[src/rtl/cbc_pkg.sv]
// ---------------------------------------------------------------------------
// cbc_pkg
// Shared widths, mapper and target codes, and types of the bank controller.
// ---------------------------------------------------------------------------
package cbc_pkg;

    localparam int ADDR_W     = 16;
    localparam int DATA_W     = 8;
    localparam int MAP_W      = 3;
    localparam int TGT_W      = 3;
    localparam int ROM_W      = 23;
    localparam int RAM_W      = 17;
    localparam int ROM_BANK_W = 9;
    localparam int RAM_BANK_W = 8;

    localparam logic [MAP_W-1:0] MAP_NONE = 3'd0;
    localparam logic [MAP_W-1:0] MAP_MBC1 = 3'd1;
    localparam logic [MAP_W-1:0] MAP_MBC2 = 3'd2;
    localparam logic [MAP_W-1:0] MAP_MBC3 = 3'd3;
    localparam logic [MAP_W-1:0] MAP_MBC5 = 3'd4;

    localparam logic [TGT_W-1:0] TGT_ROM     = 3'd0;
    localparam logic [TGT_W-1:0] TGT_RAM     = 3'd1;
    localparam logic [TGT_W-1:0] TGT_BLOCKED = 3'd2;
    localparam logic [TGT_W-1:0] TGT_PASS    = 3'd3;
    localparam logic [TGT_W-1:0] TGT_CTRL    = 3'd4;

    typedef struct packed {
        logic [ROM_BANK_W-1:0] rom_bank;
        logic [RAM_BANK_W-1:0] ram_bank;
        logic                  ram_enable;
        logic                  banking_mode;
    } t_bank_state;

    typedef struct packed {
        logic [TGT_W-1:0]      target;
        logic [ROM_W-1:0]      rom_address;
        logic [RAM_W-1:0]      ram_address;
        logic                  ram_enabled;
        logic [ROM_BANK_W-1:0] rom_bank_now;
        logic [RAM_BANK_W-1:0] ram_bank_now;
    } t_result;

endpackage

[src/rtl/cbc_decode.sv]
// ---------------------------------------------------------------------------
// cbc_decode
// Decode one bus request: next bank registers and the translated result.
// ---------------------------------------------------------------------------
module cbc_decode import cbc_pkg::*; #(
    parameter int ROM_ADDR_BITS = 23,
    parameter int RAM_BANKS     = 16
) (
    input  logic [MAP_W-1:0]  i_mapper_type,
    input  t_bank_state       i_state,
    input  logic              i_opcode,
    input  logic [ADDR_W-1:0] i_address,
    input  logic [DATA_W-1:0] i_write_data,
    output t_bank_state       o_state,
    output t_result           o_result
);

    localparam logic [ROM_W-1:0] ROM_MASK =
        ROM_W'((32'd1 << ROM_ADDR_BITS) - 32'd1);
    localparam logic [RAM_BANK_W-1:0] RAM_LIMIT = RAM_BANK_W'(RAM_BANKS);

    // A bank whose low five bits are zero steps up by one.
    function automatic logic [ROM_BANK_W-1:0] fix_low_zero(
        input logic [ROM_BANK_W-1:0] bank
    );
        logic [ROM_BANK_W-1:0] fixed;
        fixed = bank;
        if (bank[4:0] == 5'd0) begin
            fixed[4:0] = 5'd1;
        end
        return fixed;
    endfunction

    logic                  is_mbc1, is_mbc2, is_mbc3, is_mbc5;
    logic [ROM_BANK_W-1:0] read_bank;
    logic [TGT_W-1:0]      target;
    logic [ROM_W-1:0]      rom_address;
    logic [RAM_W-1:0]      ram_address;
    t_bank_state           n_state;

    assign is_mbc1 = (i_mapper_type == MAP_MBC1);
    assign is_mbc2 = (i_mapper_type == MAP_MBC2);
    assign is_mbc3 = (i_mapper_type == MAP_MBC3);
    assign is_mbc5 = (i_mapper_type == MAP_MBC5);

    assign read_bank = i_address[14] ? i_state.rom_bank : '0;

    always_comb begin
        n_state     = i_state;
        target      = TGT_PASS;
        rom_address = '0;
        ram_address = '0;
        if (!i_address[15]) begin
            if (i_opcode) begin
                target = TGT_CTRL;
                unique case (i_address[14:13])
                    2'b00: begin
                        if (!(is_mbc2 && i_address[8])) begin
                            n_state.ram_enable = i_write_data[3] & i_write_data[1];
                        end
                    end
                    2'b01: begin
                        priority if (is_mbc1 || is_mbc2) begin
                            n_state.rom_bank = fix_low_zero({1'b0, i_state.rom_bank[7:5],
                                                             i_write_data[4:0]});
                        end else if (is_mbc3) begin
                            n_state.rom_bank = (i_write_data[6:0] == 7'd0) ?
                                               ROM_BANK_W'(1) : {2'b00, i_write_data[6:0]};
                        end else if (is_mbc5) begin
                            if (!i_address[12]) begin
                                n_state.rom_bank = {i_state.rom_bank[8], i_write_data};
                            end else begin
                                n_state.rom_bank = {i_write_data[0], i_state.rom_bank[7:0]};
                            end
                        end else begin
                            n_state.rom_bank = i_state.rom_bank;
                        end
                    end
                    2'b10: begin
                        priority if (is_mbc1) begin
                            if (i_state.banking_mode) begin
                                n_state.ram_bank = {6'd0, i_write_data[1:0]};
                            end else begin
                                n_state.rom_bank = fix_low_zero({2'b00, i_write_data[1:0],
                                                                 i_state.rom_bank[4:0]});
                            end
                        end else if (is_mbc3 || is_mbc5) begin
                            n_state.ram_bank = i_write_data;
                        end else begin
                            n_state.ram_bank = i_state.ram_bank;
                        end
                    end
                    default: begin
                        if (is_mbc1 || is_mbc2) begin
                            n_state.banking_mode = i_write_data[0];
                        end
                    end
                endcase
            end else begin
                target      = TGT_ROM;
                rom_address = {read_bank, i_address[13:0]} & ROM_MASK;
            end
        end else if (i_address[15:13] == 3'b101) begin
            priority if (!i_state.ram_enable) begin
                target = TGT_PASS;
            end else if ((is_mbc3 && i_state.ram_bank > 8'd3) ||
                         i_state.ram_bank >= RAM_LIMIT) begin
                target = TGT_BLOCKED;
            end else begin
                target      = TGT_RAM;
                ram_address = {i_state.ram_bank[3:0], i_address[12:0]};
            end
        end
    end

    assign o_state              = n_state;
    assign o_result.target      = target;
    assign o_result.rom_address = rom_address;
    assign o_result.ram_address = ram_address;
    assign o_result.ram_enabled = n_state.ram_enable;
    assign o_result.rom_bank_now = n_state.rom_bank;
    assign o_result.ram_bank_now = n_state.ram_bank;

endmodule

[src/rtl/cartridge_bank_controller.sv]
// ---------------------------------------------------------------------------
// cartridge_bank_controller
// Bank register file and address translation for MBC1/2/3/5 cartridges.
// ---------------------------------------------------------------------------
//
//  Channel  | Handshake                  | Payload
//  ---------+----------------------------+----------------------------------
//  config   | i_cfg_we                   | i_cfg_wdata (mapper type)
//  request  | i_in_valid / o_in_ready    | i_opcode, i_address, i_write_data
//  result   | o_out_valid / i_out_ready  | o_target, o_rom_address, ...
//
//  One request per cycle while o_in_ready is high. The decode is a single
//  pass from the request ports into the result register, or into the skid
//  while an earlier result waits; the bank registers update at the same edge.
//  A two-entry output (result register plus skid) keeps o_in_ready high
//  while one result waits; it drops only when both entries are full.
//  Synchronous active-low reset: rom bank 1, ram bank 0, ram disabled,
//  mode 0, mapper none, output empty.
//
module cartridge_bank_controller import cbc_pkg::*; #(
    parameter int ROM_ADDR_BITS = 23,
    parameter int RAM_BANKS     = 16
) (
    input  logic                  i_clk,
    input  logic                  i_rst_n,
    input  logic                  i_cfg_we,
    input  logic [MAP_W-1:0]      i_cfg_wdata,
    input  logic                  i_in_valid,
    output logic                  o_in_ready,
    input  logic                  i_opcode,
    input  logic [ADDR_W-1:0]     i_address,
    input  logic [DATA_W-1:0]     i_write_data,
    output logic                  o_out_valid,
    input  logic                  i_out_ready,
    output logic [TGT_W-1:0]      o_target,
    output logic [ROM_W-1:0]      o_rom_address,
    output logic [RAM_W-1:0]      o_ram_address,
    output logic                  o_ram_enabled,
    output logic [ROM_BANK_W-1:0] o_rom_bank_now,
    output logic [RAM_BANK_W-1:0] o_ram_bank_now
);

    logic [MAP_W-1:0] r_mapper_type;
    t_bank_state      r_state, n_state, dec_state;
    t_result          dec_result;
    t_result          r_out, n_out;
    t_result          r_skid, n_skid;
    logic             r_out_valid, n_out_valid;
    logic             r_skid_valid, n_skid_valid;
    logic             accept, take;

    cbc_decode #(
        .ROM_ADDR_BITS (ROM_ADDR_BITS),
        .RAM_BANKS     (RAM_BANKS)
    ) u_decode (
        .i_mapper_type (r_mapper_type),
        .i_state       (r_state),
        .i_opcode      (i_opcode),
        .i_address     (i_address),
        .i_write_data  (i_write_data),
        .o_state       (dec_state),
        .o_result      (dec_result)
    );

    assign o_in_ready = !r_skid_valid;
    assign accept     = i_in_valid && o_in_ready;
    assign take       = r_out_valid && i_out_ready;

    // Commit bank register updates only for an accepted request.
    assign n_state = accept ? dec_state : r_state;

    // Output queue: the result register drains first, the skid backs it up.
    always_comb begin
        n_out        = r_out;
        n_skid       = r_skid;
        n_out_valid  = r_out_valid;
        n_skid_valid = r_skid_valid;
        if (take) begin
            if (r_skid_valid) begin
                // skid full means no request is accepted this cycle
                n_out        = r_skid;
                n_skid_valid = 1'b0;
            end else begin
                n_out_valid = accept;
                if (accept) begin
                    n_out = dec_result;
                end
            end
        end else if (accept) begin
            if (!r_out_valid) begin
                n_out       = dec_result;
                n_out_valid = 1'b1;
            end else begin
                // result still waiting: park the new one
                n_skid       = dec_result;
                n_skid_valid = 1'b1;
            end
        end
    end

    always_ff @(posedge i_clk) begin
        if (!i_rst_n) begin
            r_mapper_type        <= MAP_NONE;
            r_state.rom_bank     <= ROM_BANK_W'(1);
            r_state.ram_bank     <= '0;
            r_state.ram_enable   <= 1'b0;
            r_state.banking_mode <= 1'b0;
            r_out_valid          <= 1'b0;
            r_skid_valid         <= 1'b0;
        end else begin
            if (i_cfg_we) begin
                r_mapper_type <= i_cfg_wdata;
            end
            r_state      <= n_state;
            r_out_valid  <= n_out_valid;
            r_skid_valid <= n_skid_valid;
        end
    end

    // Payload registers hold without reset.
    always_ff @(posedge i_clk) begin
        r_out  <= n_out;
        r_skid <= n_skid;
    end

    assign o_out_valid    = r_out_valid;
    assign o_target       = r_out.target;
    assign o_rom_address  = r_out.rom_address;
    assign o_ram_address  = r_out.ram_address;
    assign o_ram_enabled  = r_out.ram_enabled;
    assign o_rom_bank_now = r_out.rom_bank_now;
    assign o_ram_bank_now = r_out.ram_bank_now;

endmodule

[config.mk]
export PLATFORM = sky130hd
export DESIGN_NAME = cartridge_bank_controller
export DESIGN_NICKNAME = d
export VERILOG_FILES = /design/src/rtl/cbc_pkg.sv /design/src/rtl/cbc_decode.sv /design/src/rtl/cartridge_bank_controller.sv
export SDC_FILE = /design/constraint.sdc
export NUM_CORES = 1
export LEC_CHECK = 0
export BUFFER_PORTS_ARGS = -buffer_cell sky130_fd_sc_hd__buf_4
export CORE_MARGIN = 1.5
export CORE_UTILIZATION = 30
export DETAILED_ROUTE_END_ITERATION = 8
export GPL_TIMING_DRIVEN = 1
export PLACE_DENSITY_LB_ADDON = 0.2
export SLEW_MARGIN = 10
export SYNTH_ARGS = -nofsm -noshare
export SYNTH_HDL_FRONTEND = slang
export SYNTH_HIERARCHICAL = 1
export SYNTH_SLANG_ARGS = --single-unit
[constraint.sdc]
create_clock -name i_clk -period 6.2 [get_ports i_clk]
set_input_delay 0.31 -clock i_clk [delete_from_list [all_inputs] [get_ports i_clk]]
set_output_delay 0.31 -clock i_clk [all_outputs]
set_load 0.05 [all_outputs]
==> reports/qor.txt <==
worst r2r path cells -> 4
most frequent cells in the layout -> edfxtp_1 (122), buf_4 (98), mux2_2 (56), nand2_1 (55), dfxtp_1 (24)
drt total wl -> 14300 µm
synth-to-layout area growth -> 21.4%
clock share of power -> 42.8%
unrepaired setup endpoints after global routing -> no
initial antenna violation count -> 0
post-CTS setup buffers -> 0
Switch Pwr -> 0.604 mW
vias in the first global route -> 3910
Starting Density -> 30.8%
setup TNS -> 0 ns
top_reg_cell synth -> edfxtp_1
final-stage net count -> 574
R2R setup slack -> 3.77 ns
Fin. Hold Viols -> 0
Sink Count -> 146
layout cell share with drive strength beyond 1 -> 38.9%
I/O pin total -> 96
Post-CTS Resized -> 0
post-route insts no fill -> 825
TritonCTS clock tree -> built
Place WS -> 3.70 ns
final setup vio count -> 0
fin worst setup slack -> 3.77 ns
Yosys reg bits -> 146
Num CTS Buffers -> 17
worst hold path depth -> 3
diode count -> 0
H-tree level count -> 4
# hold bufs at CTS -> 0
share of flip-flops with an asynchronous set or reset -> 0%
combinational share of power -> 10.7%
vias post-DR -> 3847
Die ar. -> 22600 µm²
Final Cell Area -> 7900 µm²
routability cong. -> 0.874
largest area contributor in the netlist -> edfxtp_1
P_int -> 1.82 mW
via/cell ratio -> 4.66
hold crit path type -> input pin to flip-flop
worst clock skew -> 0.0103 ns
first drt pass iteration count -> 5
syn_area_per_cell -> 14.3 µm²
crit path kind -> flip-flop to flip-flop
top cell type's share of synthesized area -> 56.3%
final hold slack -> 0.153 ns
Clock Latency Late Sink -> 0.42 ns
DP Area -> 7310 µm²
Yosys warnings -> 6
final period utilization -> 39.2%
post-synth net total -> 493
largest net degree at the start of global routing -> 62
# DRC -> 0
Max Cap Violations -> 0
most common cell after layout, fill and taps aside -> edfxtp_1
GRT Resource Usage Total -> 13.3%
pwr dens -> 306 nW/µm²
crit end category -> flip-flop
post-synth cell types -> 53
1st-iter DRT viols -> 303
FP Rows -> 53
fillers -> 1992
clk buf depth -> 2
grt total ovfl -> 0
EDFF count, synth -> 122
critical path startpoint category -> flip-flop
CTS root buf -> clkbuf_16
CP Data Required Time -> 6.24 ns
IO buf count -> 95
largest fanout on the critical path -> 61
post-synthesis sequential area ratio -> 63.7%
Post-Syn Area -> 6510 µm²
first-pass GRT wire length -> 22200 µm
Tightest Pin Transition -> 0.957 ns
DP Cell Count -> 793
P_leak -> 3.01 nW
Worst-path clk slew -> 0.06 ns
min Tclk post-route -> 2.43 ns
Max Slew Vio Count -> 0
status -> complete, no violations
Arrival @ worst endpoint -> 2.47 ns
sequential power share -> 46.4%
Highest Clock Rate -> 411 MHz
ranking of synthesized cells by area -> edfxtp_1 (56%), mux2_2 (9.7%), dfxtp_1 (7.4%), nand2_1 (3.2%), a21boi_0 (2.2%)
core area -> 21200 µm²
Mapped Cells -> 456
Switching Fraction -> 25.0%
drt wl/cell -> 17.3 µm
Die Y -> 150 µm
Antenna Nets Post-Route -> 0
hpwl dp -> 9410 µm
Rel. slew slack -> 36.2%
worst vdd ir -> 0.181 mV
Die X -> 150 µm
-- sequential cells by signal, summed over array words and instances, names as in the netlist --
register        count
r_skid             61
o_rom_address      23
r_state            19
o_ram_address      17
o_rom_bank_now      9
o_ram_bank_now      8
o_target            3
r_mapper_type       3
o_out_valid         1
o_ram_enabled       1
r_skid_valid        1
-- per-stage QoR --
stage | power (mW) | util (%)
after floorplan | 1.32 | -
after global routing | 2.51 | 37.4
after CTS | 2.45 | 37.4
after detailed placement | 1.41 | 34.6
after global placement | 1.41 | 34.6
final | 2.42 | 37.4
-- logic make-up (layout without fill, tap and decap cells) --
logic type	after synthesis	in the layout	synth area share [%]
buffers and inverters	41	135	4.77
multiplexers	67	67	11.8
adder cells (fa/ha/maj)	4	4	0.769
XOR/XNOR	1	1	0.135
AND/OR/NAND/NOR	138	138	12.0
flip-flops	146	146	63.7
AO/OA/AOI/OAI	59	59	6.86
-- cell type report --
class                   count  area [µm²]  share of cell area [%]
multi-input cells         269        2070                    26.2
clock inverters            12         156                    1.98
flip-flops and latches    146        4140                    52.4
inverters                   5        18.8                   0.237
well taps                 275         344                    4.35
clock buffers              20         437                    5.53
repair buffers             98         736                    9.31
-- synthesized netlist by cell type, types with 5 or more instances --
cell type and n:
buf_4 18, dfxtp_1 24, nor2_1 8, and2_1 22, and2_4 10, and3_1 10, nor2b_1 5, buf_2 5
a22oi_1 5, o21ai_1 7, clkbuf_8 6, inv_1 5, edfxtp_1 122, nand2_1 55, mux2_4 5, a22o_1 6
a21boi_0 19, mux2_2 56
-- layer usage --
| layer | global-route usage [%] | share of wire, % |
|---|---|---|
| met1 | 17.7 | 47 |
| met2 | 20.5 | 47 |
| met3 | 3.88 | 5.6 |
| met4 | 4.75 | 0.71 |
| met5 | 0 | 0 |
-- worst paths after layout --
kind	startpoint	to
setup / recovery	r_skid_valid	o_rom_bank_now[5]
hold / removal	i_cfg_wdata[2]	r_mapper_type[2]
setup reg to reg	r_skid_valid	o_rom_bank_now[5]
hold reg to reg	r_state[6]	r_state[6]
-- power groups by stage --
stage / sequential (mW) / clock [mW] / combinational, mW
floorplan: 1.24 / 0 / 0.0749
detailed placement: 1.15 / 0 / 0.263
global placement: 1.15 / 0 / 0.261
CTS: 1.13 / 1.06 / 0.264
global route: 1.13 / 1.11 / 0.277
finish: 1.12 / 1.04 / 0.259
-- worst max-delay path, cell delays in order (launching register included) --
cell and delay, ns:
dfxtp_1 0.38, and2b_1 0.69, a21oi_1 0.15, a21oi_4 0.14, buf_4 0.60
Note: power is estimated with default switching activity, not from simulation.
